$ cat src/design/nfc_rfp_pkg.sv
// Shared types and constants of the NFC response frame parser.
`timescale 1ns / 1ps
`default_nettype none

package nfc_rfp_pkg;

    localparam int BYTE_W   = 8;
    localparam int STATUS_W = 2;
    localparam int CFG_IDX_W = 8;

    // Frame status codes
    localparam logic [STATUS_W-1:0] ST_OK   = 2'd0;
    localparam logic [STATUS_W-1:0] ST_BAD  = 2'd1;
    localparam logic [STATUS_W-1:0] ST_NOSP = 2'd2;

    // Configuration register indexes
    localparam logic [CFG_IDX_W-1:0] REG_EXPECTED_COMMAND = 8'd0;
    localparam logic [CFG_IDX_W-1:0] REG_BUFFER_CAPACITY  = 8'd1;

    localparam logic [BYTE_W-1:0] EXPECTED_COMMAND_RST = 8'h00;
    localparam logic [BYTE_W-1:0] BUFFER_CAPACITY_RST  = 8'hFF;

    // Header bytes
    localparam logic [BYTE_W-1:0] PREAMBLE_BYTE = 8'h00;
    localparam logic [BYTE_W-1:0] START1_BYTE   = 8'h00;
    localparam logic [BYTE_W-1:0] START2_BYTE   = 8'hFF;
    localparam logic [BYTE_W-1:0] TFI_IN        = 8'hD5;

    typedef struct packed {
        logic                payload_valid;
        logic [BYTE_W-1:0]   payload_byte;
        logic [BYTE_W-1:0]   payload_index;
        logic                frame_done;
        logic [STATUS_W-1:0] frame_status;
        logic [BYTE_W-1:0]   payload_length;
    } t_result;

endpackage

`default_nettype wire

$ cat src/design/nfc_response_frame_parser_top.sv
// Top level of the NFC response frame parser: channels, config registers, pipeline.
// A byte accepted into the input register passes through the core into the result
// register, which drives the output ports; one result item per input byte.
// Throughput: one byte per cycle unless i_out_ready stalls; the input and result
// registers let a new byte enter while a finished result waits for i_out_ready.
// Reset: synchronous, active low on i_rst_n; clears the parser state, the channel
// valid flags and the registers (expected_command 0, buffer_capacity 255).
`timescale 1ns / 1ps
`default_nettype none

module nfc_response_frame_parser_top
    import nfc_rfp_pkg::*;
(
    input  wire logic                 i_clk,
    input  wire logic                 i_rst_n,
    // configuration write channel
    input  wire logic                 i_cfg_valid,
    output logic                      o_cfg_ready,
    input  wire logic [CFG_IDX_W-1:0] i_cfg_index,
    input  wire logic [BYTE_W-1:0]    i_cfg_data,
    // input byte channel
    input  wire logic                 i_in_valid,
    output logic                      o_in_ready,
    input  wire logic                 i_frame_start,
    input  wire logic [BYTE_W-1:0]    i_wire_byte,
    // result channel
    output logic                      o_out_valid,
    input  wire logic                 i_out_ready,
    output logic                      o_payload_valid,
    output logic [BYTE_W-1:0]         o_payload_byte,
    output logic [BYTE_W-1:0]         o_payload_index,
    output logic                      o_frame_done,
    output logic [STATUS_W-1:0]       o_frame_status,
    output logic [BYTE_W-1:0]         o_payload_length
);

    logic [BYTE_W-1:0] r_expected_command;
    logic [BYTE_W-1:0] r_buffer_capacity;

    logic              r_in_valid;
    logic              r_in_start;
    logic [BYTE_W-1:0] r_in_byte;

    logic              r_out_valid;
    t_result           r_out;
    t_result           core_res;
    logic              adv;

    assign o_cfg_ready = 1'b1;

    always_ff @(posedge i_clk) begin
        if (!i_rst_n) begin
            r_expected_command <= EXPECTED_COMMAND_RST;
            r_buffer_capacity  <= BUFFER_CAPACITY_RST;
        end else if (i_cfg_valid) begin
            case (i_cfg_index)
                REG_EXPECTED_COMMAND: r_expected_command <= i_cfg_data;
                REG_BUFFER_CAPACITY:  r_buffer_capacity  <= i_cfg_data;
                default: begin
                    // drop writes beyond the register list
                end
            endcase
        end
    end

    // Advance the held byte into the result register when that is free
    assign adv        = r_in_valid && (!r_out_valid || i_out_ready);
    assign o_in_ready = !r_in_valid || adv;

    always_ff @(posedge i_clk) begin
        if (!i_rst_n) begin
            r_in_valid <= 1'b0;
        end else if (o_in_ready) begin
            r_in_valid <= i_in_valid;
        end
    end

    always_ff @(posedge i_clk) begin
        if (o_in_ready && i_in_valid) begin
            r_in_start <= i_frame_start;
            r_in_byte  <= i_wire_byte;
        end
    end

    nfc_rfp_core u_core (
        .i_clk              (i_clk),
        .i_rst_n            (i_rst_n),
        .i_adv              (adv),
        .i_start            (r_in_start),
        .i_byte             (r_in_byte),
        .i_expected_command (r_expected_command),
        .i_buffer_capacity  (r_buffer_capacity),
        .o_res              (core_res)
    );

    always_ff @(posedge i_clk) begin
        if (!i_rst_n) begin
            r_out_valid <= 1'b0;
        end else if (adv) begin
            r_out_valid <= 1'b1;
        end else if (i_out_ready) begin
            r_out_valid <= 1'b0;
        end
    end

    always_ff @(posedge i_clk) begin
        if (adv) begin
            r_out <= core_res;
        end
    end

    assign o_out_valid      = r_out_valid;
    assign o_payload_valid  = r_out.payload_valid;
    assign o_payload_byte   = r_out.payload_byte;
    assign o_payload_index  = r_out.payload_index;
    assign o_frame_done     = r_out.frame_done;
    assign o_frame_status   = r_out.frame_status;
    assign o_payload_length = r_out.payload_length;

`ifndef SYNTHESIS
    a_free_out_takes_in: assert property (@(posedge i_clk) disable iff (!i_rst_n)
        !r_out_valid |-> o_in_ready)
        else $error("input stalled while result register is empty");
    a_byte_xor_done: assert property (@(posedge i_clk) disable iff (!i_rst_n)
        o_out_valid |-> !(o_payload_valid && o_frame_done))
        else $error("payload byte and frame outcome in one item");
    a_len_only_ok: assert property (@(posedge i_clk) disable iff (!i_rst_n)
        (o_out_valid && o_payload_length != 8'd0) |->
            (o_frame_done && o_frame_status == ST_OK))
        else $error("payload length reported without ok status");
    a_status_legal: assert property (@(posedge i_clk) disable iff (!i_rst_n)
        o_out_valid |-> (o_frame_status == ST_OK || o_frame_status == ST_BAD ||
                         o_frame_status == ST_NOSP))
        else $error("illegal frame status code");
`endif

endmodule

`default_nettype wire

$ cat src/design/nfc_rfp_core.sv
// Frame parsing state machine: per-byte checks, payload sum and result build.
`timescale 1ns / 1ps
`default_nettype none

module nfc_rfp_core
    import nfc_rfp_pkg::*;
(
    input  wire logic              i_clk,
    input  wire logic              i_rst_n,
    input  wire logic              i_adv,
    input  wire logic              i_start,
    input  wire logic [BYTE_W-1:0] i_byte,
    input  wire logic [BYTE_W-1:0] i_expected_command,
    input  wire logic [BYTE_W-1:0] i_buffer_capacity,
    output t_result                o_res
);

    typedef enum logic [3:0] {
        PH_PRE  = 4'd0,
        PH_SC1  = 4'd1,
        PH_SC2  = 4'd2,
        PH_LEN  = 4'd3,
        PH_LCS  = 4'd4,
        PH_TFI  = 4'd5,
        PH_CMD  = 4'd6,
        PH_DATA = 4'd7,
        PH_DCS  = 4'd8,
        PH_POST = 4'd9,
        PH_IDLE = 4'd10
    } t_phase;

    t_phase            r_phase, n_phase, cur_phase;
    logic [BYTE_W-1:0] r_frame_length, n_frame_length, cur_frame_length;
    logic [BYTE_W-1:0] r_byte_count, n_byte_count, cur_byte_count;
    logic [BYTE_W-1:0] r_running_sum, n_running_sum, cur_running_sum;
    logic              r_overflow, n_overflow, cur_overflow;

    logic [BYTE_W-1:0] flipped;
    logic [BYTE_W-1:0] cmd_code;
    logic [BYTE_W-1:0] len_minus2;
    logic [BYTE_W-1:0] count_inc;
    logic              done;
    t_result           res;

    // SPI bytes arrive LSB first: mirror the bit order
    always_comb begin
        for (int k = 0; k < BYTE_W; k++) begin
            flipped[k] = i_byte[BYTE_W-1-k];
        end
    end

    assign cmd_code   = i_expected_command + 8'd1;
    assign len_minus2 = cur_frame_length - 8'd2;
    assign count_inc  = cur_byte_count + 8'd1;

    always_comb begin
        // frame_start restarts the parser before the byte is used
        if (i_start) begin
            cur_phase        = PH_PRE;
            cur_frame_length = '0;
            cur_byte_count   = '0;
            cur_running_sum  = '0;
            cur_overflow     = 1'b0;
        end else begin
            cur_phase        = r_phase;
            cur_frame_length = r_frame_length;
            cur_byte_count   = r_byte_count;
            cur_running_sum  = r_running_sum;
            cur_overflow     = r_overflow;
        end

        n_phase        = cur_phase;
        n_frame_length = cur_frame_length;
        n_byte_count   = cur_byte_count;
        n_running_sum  = cur_running_sum;
        n_overflow     = cur_overflow;
        res            = '0;
        done           = 1'b0;

        case (cur_phase)
            PH_PRE: begin
                if (flipped == PREAMBLE_BYTE) n_phase = PH_SC1;
                else done = 1'b1;
            end
            PH_SC1: begin
                if (flipped == START1_BYTE) n_phase = PH_SC2;
                else done = 1'b1;
            end
            PH_SC2: begin
                if (flipped == START2_BYTE) n_phase = PH_LEN;
                else done = 1'b1;
            end
            PH_LEN: begin
                n_frame_length = flipped;
                n_phase        = PH_LCS;
            end
            PH_LCS: begin
                if (cur_frame_length + flipped == 8'd0) n_phase = PH_TFI;
                else done = 1'b1;
            end
            PH_TFI: begin
                if (flipped == TFI_IN) n_phase = PH_CMD;
                else done = 1'b1;
            end
            PH_CMD: begin
                if (flipped != cmd_code) begin
                    done = 1'b1;
                end else begin
                    n_frame_length = len_minus2;
                    n_overflow     = (len_minus2 > i_buffer_capacity);
                    n_running_sum  = TFI_IN + cmd_code;
                    n_byte_count   = '0;
                    n_phase        = (len_minus2 == 8'd0) ? PH_DCS : PH_DATA;
                end
            end
            PH_DATA: begin
                // oversized payload: consume without emitting
                if (!cur_overflow) begin
                    res.payload_valid = 1'b1;
                    res.payload_byte  = flipped;
                    res.payload_index = cur_byte_count;
                    n_running_sum     = cur_running_sum + flipped;
                end
                n_byte_count = count_inc;
                if (count_inc == cur_frame_length) n_phase = PH_DCS;
            end
            PH_DCS: begin
                if (cur_overflow || (cur_running_sum + flipped == 8'd0)) begin
                    n_phase = PH_POST;
                end else begin
                    done = 1'b1;
                end
            end
            PH_POST: begin
                done = 1'b1;
                if (cur_overflow) begin
                    res.frame_status = ST_NOSP;
                end else begin
                    res.frame_status   = ST_OK;
                    res.payload_length = cur_frame_length;
                end
            end
            default: begin
                // ignore bytes until the next frame_start
            end
        endcase

        if (done) begin
            res.frame_done = 1'b1;
            if (cur_phase != PH_POST) res.frame_status = ST_BAD;
            n_phase = PH_IDLE;
        end
    end

    assign o_res = res;

    always_ff @(posedge i_clk) begin
        if (!i_rst_n) begin
            r_phase        <= PH_PRE;
            r_frame_length <= '0;
            r_byte_count   <= '0;
            r_running_sum  <= '0;
            r_overflow     <= 1'b0;
        end else if (i_adv) begin
            r_phase        <= n_phase;
            r_frame_length <= n_frame_length;
            r_byte_count   <= n_byte_count;
            r_running_sum  <= n_running_sum;
            r_overflow     <= n_overflow;
        end
    end

`ifndef SYNTHESIS
    a_ovf_only_in_payload: assert property (@(posedge i_clk) disable iff (!i_rst_n)
        (i_adv && !i_start && r_overflow && r_phase == PH_DATA) |-> !o_res.payload_valid)
        else $error("payload byte emitted in overflow mode");
    a_count_below_len: assert property (@(posedge i_clk) disable iff (!i_rst_n)
        (r_phase == PH_DATA) |-> (r_byte_count < r_frame_length))
        else $error("byte count reached frame length inside payload");
    a_done_goes_idle: assert property (@(posedge i_clk) disable iff (!i_rst_n)
        (i_adv && o_res.frame_done) |=> (r_phase == PH_IDLE))
        else $error("parser did not stop after frame outcome");
`endif

endmodule

`default_nettype wire
$ cat config.mk
export PLATFORM = sky130hd
export DESIGN_NAME = nfc_response_frame_parser_top
export DESIGN_NICKNAME = d
export VERILOG_FILES = /design/src/design/nfc_rfp_pkg.sv /design/src/design/nfc_response_frame_parser_top.sv /design/src/design/nfc_rfp_core.sv
export SDC_FILE = /design/constraint.sdc
export NUM_CORES = 1
export LEC_CHECK = 0
export BUFFER_PORTS_ARGS = -buffer_cell sky130_fd_sc_hd__buf_2
export CAP_MARGIN = 30
export CORE_MARGIN = 2
export CORE_UTILIZATION = 35
export CTS_CLUSTER_DIAMETER = 80
export DETAILED_ROUTE_END_ITERATION = 16
export HOLD_SLACK_MARGIN = 0.15
export PLACE_DENSITY = 0.54
export SYNTH_ARGS = -nofsm -noshare
export SYNTH_HDL_FRONTEND = slang
export SYNTH_SLANG_ARGS = --single-unit
export TNS_END_PERCENT = 50
$ cat constraint.sdc
create_clock -name i_clk -period 4.1 [get_ports i_clk]
set_clock_uncertainty 0.2 [all_clocks]
set_input_delay 0.615 -clock i_clk [delete_from_list [all_inputs] [get_ports i_clk]]
set_output_delay 0.615 -clock i_clk [all_outputs]
set_load 0.05 [all_outputs]
### Yosys cells after proc, flatten, opt, wreduce, memory -nomap -nowiden

Index checks and enable logic that the tools add are counted.

| cells by class | value |
|---|---|
| $add $sub $neg | 6 |
| magnitude comparators | 1 |
| equal/unequal tests | 15 |
| muxes and demuxes | 40 |
| bitwise logic cells | 2 |
| reductions and logical operators | 19 |

Operator list:

| kind | count |
|---|---|
| $mux 8 | 8 |
| $pmux 8 s2 | 3 |
| $mux 4 | 11 |
| $logic_not 8->1 | 5 |
| $pmux 4 s9 | 1 |
| $mux 17 | 1 |
| $add 8x1->8 const B | 2 |
| $add 8x8->8 | 2 |
| $eq 4x3->1 const B | 4 |
| $eq 8x8->1 const B | 2 |
| $mux 1 | 11 |
| $mux 10 | 1 |
| $add 8x8->8 const A | 1 |
| $eq 4x2->1 const B | 2 |
| $eq 4x4->1 const B | 2 |
| $eq 8x1->1 const B | 1 |
| $eq 8x8->1 | 1 |
| $gt 8x8->1 | 1 |
| $ne 8x8->1 | 1 |
| $sub 8x2->8 const B | 1 |
| $pmux 1 s7 | 1 |
| $reduce_or 2->1 | 3 |
| $eq 4x1->1 const B | 1 |
| $logic_not 4->1 | 1 |
| other kinds (9) | 16 |

| storage, ports and cells | value |
|---|---|
| bits in registers | 84 |
| input port bits | 30 |
| logic and storage cells | 100 |

### Logic depth before layout (Yosys ltp)

| logic depth | value |
|---|---|
| word-level depth | 7 |
| depth in mapped cells | 16 |

### Cells and area by module

Synthesis repeated with hierarchy kept, for this count alone.

| second synthesis, totals | value |
|---|---|
| cell total of the unflattened synthesis | 748 |
| area, all modules | 6231.0 um^2 |

By module, submodules not included:

| module | times used | cells an instance | area an instance (um^2) | seq. area each (um^2) |
|---|---|---|---|---|
| nfc_rfp_core | 1 | 628 | 4300.4 | 580.6 |
| nfc_response_frame_parser_top | 1 | 120 | 1930.6 | 1471.4 |

### Worst setup path after synthesis

OpenSTA, ideal clock, no wires.

| timing path | value |
|---|---|
| path type | register to register |
| from | register r_in_start |
| to | register u_core.r_phase[1] |
| arrival | 3.873 ns |
| required time | 3.722 ns |
| path slack | -0.151 ns |
| stages on the path, launching flop included | 17 |
| clock period less this slack | 4.251 ns |
| cells stage by stage | edfxtp_1 > buf_2 > buf_1 > clkbuf_1 > clkbuf_1 > nor2b_1 > ha_1 > ha_1 > maj3_1 > a311o_1 > o2111ai_1 > mux2i_1 > and4_1 > a31oi_1 > a311o_1 > nor3_1 > a21oi_1 |

| between the ends | value |
|---|---|
| word-level cells in the longest chain between the ends | 7 |
| elaborated cells on any way between the ends | 39 |
| those cells by class | add/sub: 4; eq/ne: 10; mux: 19; reduce/logical: 6 |

Ends and longest elaborated chain:

| what | line | text |
|---|---|---|
| start: declaration | nfc_response_frame_parser_top.sv:41 | `logic r_in_start;` |
| start signal: assignment | nfc_response_frame_parser_top.sv:80 | `r_in_start <= i_frame_start;` |
| $mux 8 * | nfc_rfp_core.sv:58 | `if (i_start) begin` |
| net u_core.cur_frame_length[0] | nfc_rfp_core.sv:33 | `logic [BYTE_W-1:0] r_frame_length, n_frame_length, cur_frame_length;` |
| $sub 8x2->8 | nfc_rfp_core.sv:53 | `assign len_minus2 = cur_frame_length - 8'd2;` |
| $logic_not 8->1 | nfc_rfp_core.sv:113 | `n_phase = (len_minus2 == 8'd0) ? PH_DCS : PH_DATA;` |
| $mux 4 | nfc_rfp_core.sv:113 |  |
| $mux 4 | nfc_rfp_core.sv:106 | `if (flipped != cmd_code) begin` |
| $pmux 4 s9 | nfc_rfp_core.sv:80 | `case (cur_phase)` |
| $mux 4 * | nfc_rfp_core.sv:148 | `if (done) begin` |
| end signal: assignment | nfc_rfp_core.sv:165 | `r_phase <= n_phase;` |
| end: declaration | nfc_rfp_core.sv:32 | `t_phase r_phase, n_phase, cur_phase;` |

Mark *: on every way through the listed nets, which the timed path passes. The rest lies on a longest branch.
A chain may end at the register's enable or synchronous reset.

### Final worst setup path

| timing path | value |
|---|---|
| from | register r_in_start |
| to | register u_core.r_phase[3] |

| between the ends | value |
|---|---|
| word-level cells in the longest chain between the ends | 7 |
| elaborated cells on any way between the ends | 39 |
| those cells by class | add/sub: 4; eq/ne: 10; mux: 19; reduce/logical: 6 |

Ends and longest elaborated chain:

| what | line |
|---|---|
| $mux 8 | nfc_rfp_core.sv:58 |
| $sub 8x2->8 / $add 8x8->8 (equally long branches) | nfc_rfp_core.sv:53, nfc_rfp_core.sv:128 |
| $logic_not 8->1, on equally long branches | nfc_rfp_core.sv:113, nfc_rfp_core.sv:128 |
| $mux 4 / $logic_or 1x1->1 (equally long branches) | nfc_rfp_core.sv:113, nfc_rfp_core.sv:128 |
| $mux 4, or another cell as far along | nfc_rfp_core.sv:106 |
| $pmux 4 s9 / $pmux 1 s7 (equally long branches) | nfc_rfp_core.sv:80 |
| $mux 4 * | nfc_rfp_core.sv:148 |

Every way passes the cells marked *; elsewhere a longest branch is shown, timed or not.

==> results.md <==
* Sequential area share after synthesis at between 30% and 40%
* Port Buffer Count at just under 60
* # DRC at 0
* I/O pin count at 61
* Final HPWL from detailed placement at 12960 um
* CP cell instances: buf_4 > nor2b_1 > xor2_1 > ha_1 > maj3_1 > a311o_1 > o2111ai_1 > mux2i_1 > and4_1 > a31oi_1 > a311o_1 > a211oi_1 > a21oi_1
* Main synth FF type: dfxtp_1
* DRT iter0 DRCs at approximately 500
* DIE AREA at around 0.018 mm^2
* Nets at ~800
* Type of origin of the critical path: register
* Area Growth Syn to Fin at 13.83%
* Worst path top cell family by delay: compound AO/OA/AOI/OAI gates
* Worst min-delay path category: in2reg
* Worst setup EP type: register
* Root Buffer: clkbuf_16
* Core area at between 0.015 and 0.02 mm^2
* Die extent in x at roughly 130 um
* Async S/R FF share, synth at 0%
* Tmin final at about 3.9 ns
* Synth cell types at 69
* Endpoints failing hold at 0
* Yosys top cell area share at 18.69%
* CTS HTree Levels at 3
* Syn_nets at slightly below 800
* Worst path bufs/invs at 1
* Critical Path Max Stage Delay at between 0.5 and 0.6 ns
* Grt met1 use at between 20% and 30%
* Cells after Synth at 727
* Share of cells above drive strength 1 at between 10% and 20%
* LEAKAGE at 2.679 nW
* Setup TNS Final at 0 ns
* Setup CP Type: reg2reg
* Crit path max fanout at 9
* Grt peak-use layer: met2
* Post-synthesis instance area at about 0.0059 mm^2
* Met2 usage at between 30 and 40%
* Yosys warnings at 0
* ANT nets after route at 0
* Tot GR Track Use at 20.23%
* Area of the multi-input gates at roughly 0.0036 mm^2
* Mean post-synth cell area at around 8 um^2
* Max-cap violations at 0
* Die Y at ~130 um
* Vias at around 5600
* VDD IR max at between 0.0002 and 0.00025 V
* Measured slew at the worst slew-check pin at ~0.93 ns
* Initial Util at 35.85%
* Outcome: complete, no violations
* Clk slew on worst S/H paths at 0.06 ns
* Final setup vio count at 0
* GR Overflow Total at 0
* Avg WL per Cell at 18.24 um
* PwrDens at between 300 and 400 mW/mm^2
* Rel. slew slack at 38.05%
* Library cell appearing most often on the critical path: a311o_1
* Number of synthesized flops with an enable pin at 37
* Drt total wl at between 15000 and 20000 um
* Register bit total from synthesis at between 80 and 90
* Fill count at about 1700
* Routability cong. at between 0.9 and 1
* ANT cells at 0
* Clock Sinks at 84
* First-pass GRT wire length at around 29000 um
* Overall power at 2.042 mW
* Initial antenna violation count at 0
* Post-DP Area at approximately 0.0065 mm^2
* RSZ-0062 raised after global routing: no
* Cells taking the most area after synthesis: edfxtp_1, dfxtp_1, o21ai_0
* Fmax at 259.5 MHz
* Period utilization at a little over nine tenths
* CTS tree: built
* Site Rows at 47
* Met3 Usage GRT at about 3.7%
* CP max-delay cell: edfxtp_1
* CP Data Arrival Time at ~3.9 ns
* DRT Pass-1 Iters at 5
* # hold bufs at CTS at 0
* Worst skew pair latency at between 0.3 and 0.4 ns
* Max-slew violation count at 0
* Via-per-instance ratio at between 5 and 6
* Final Instance Area at between 0.006 and 0.007 mm^2
* Clock Path Buffers at 2
* Sequential cell area at about 0.0021 mm^2
* TritonCTS Buffers at 9
* Number of global-route vias before repair at 5353
* Largest net degree at the start of global routing at 54
* Synth area leader: edfxtp_1
* CP required at 4.10 ns
* Post-layout util at 40.80%
## placed cells by master (no fill, tap or decap), drive strengths merged, types with 4 or more instances in the layout
master  synthesis  final
buf            15     85
nand2          72     72
o21ai          57     57
a21oi          53     53
nor2           49     49
dfxtp          47     47
nor2b          38     38
edfxtp         37     37
xnor2          27     27
inv            24     25
nand3          23     23
xor2           20     20
and3           20     20
mux2i          20     20
nor3           18     18
ha             18     18
clkbuf         42     12
a31oi          11     11
a21boi         11     11
nand2b          8      8
nor4            8      8
o21a            7      7
or3             7      7
nand4           7      7
and2            7      7
a22oi           6      6
a211oi          6      6
a21o            5      5
o22ai           5      5
a32oi           4      4
clkinv          1      4
## final cells by class
type / count / share of cell area, %
clock buffer: 12 / 3.957
clock inverter: 4 / 0.3143
sequential: 84 / 30.33
timing repair buffer: 85 / 7.249
multi-input combinational: 561 / 52.70
inverter: 25 / 1.387
tap: 220 / 4.068
## worst paths after layout
path	start	endpoint	slack, ns	depth (start not counted)
min	i_wire_byte[1]	r_in_byte[1]	0.24	1
max reg2reg	r_in_start	u_core.r_phase[3]	0.25	13
max	r_in_start	u_core.r_phase[3]	0.25	13
min reg2reg	r_buffer_capacity[4]	r_buffer_capacity[4]	0.28	2
## report_power, final
group | internal, mW | switching, mW | total, mW
registers | 0.899 | 0.0377 | 0.937
logic | 0.102 | 0.190 | 0.293
clock network | 0.462 | 0.351 | 0.812
## stage by stage
step                      cells  hold WS (ns)  setup slack [ns]
after floorplan             727        0.2446           0.02955
after global placement      973        0.2637            0.4355
after detailed placement    973        0.2710            0.3443
after CTS                   989        0.2258            0.3023
after global routing        991        0.2233           0.02211
final                       991        0.2353            0.2469
## Yosys cell counts (4+ instances only)
cell type	number
or3_1	7
o22ai_1	5
a211oi_1	6
a21o_1	5
nand2b_1	8
mux2i_1	20
nor2b_1	38
o21ai_0	55
a31oi_1	11
clkbuf_1	41
nand4_1	7
and2_1	7
xnor2_1	27
xor2_1	20
buf_1	5
o21a_1	7
buf_2	7
a21boi_0	10
nand2_1	72
a21oi_1	53
nor2_1	49
nor3_1	18
ha_1	18
edfxtp_1	37
nor4_1	8
a22oi_1	6
dfxtp_1	47
and3_1	20
a32oi_1	4
inv_1	24
nand3_1	23
## sequential cells by signal (all words and copies together) (netlist names)
signal and count:
o_payload_index 8, r_in_byte 8, u_core.r_overflow 1, u_core.r_byte_count 8, o_payload_byte 8, r_expected_command 8, u_core.r_running_sum 8, r_in_valid 1
u_core.r_frame_length 8, o_payload_valid 1, o_frame_done 1, u_core.r_phase 4, r_in_start 1, o_out_valid 1, o_frame_status 2, r_buffer_capacity 8
o_payload_length 8
## kinds of logic (layout without fill, tap and decap cells)
| kind of cell | count (synthesis) | count (layout) | synth area share (%) |
|---|---|---|---|
| AND/OR/NAND/NOR | 267 | 267 | 22.75 |
| AO/OA/AOI/OAI | 204 | 204 | 21.87 |
| flip-flops | 84 | 84 | 34.52 |
| buffers and inverters | 82 | 126 | 5.599 |
| XOR/XNOR | 49 | 49 | 7.683 |
| multiplexers | 21 | 21 | 3.557 |
| adder cells (fa/ha/maj) | 19 | 19 | 3.957 |
| other | 1 | 1 | 0.06308 |
## per-layer routing
metal  share of wire (%)  wire length [um]
met5                   0                 0
met4                 2.6               465
met2                  46              8268
met1                  46              8244
met3                 6.1              1097
## what timing repair did
item,in CTS,in global routing
endpoints found under the setup margin,0,5
resized for setup,0,1
endpoints found under the hold margin,0,0
setup buffers,0,2
Power figures use the tool's default switching activity.
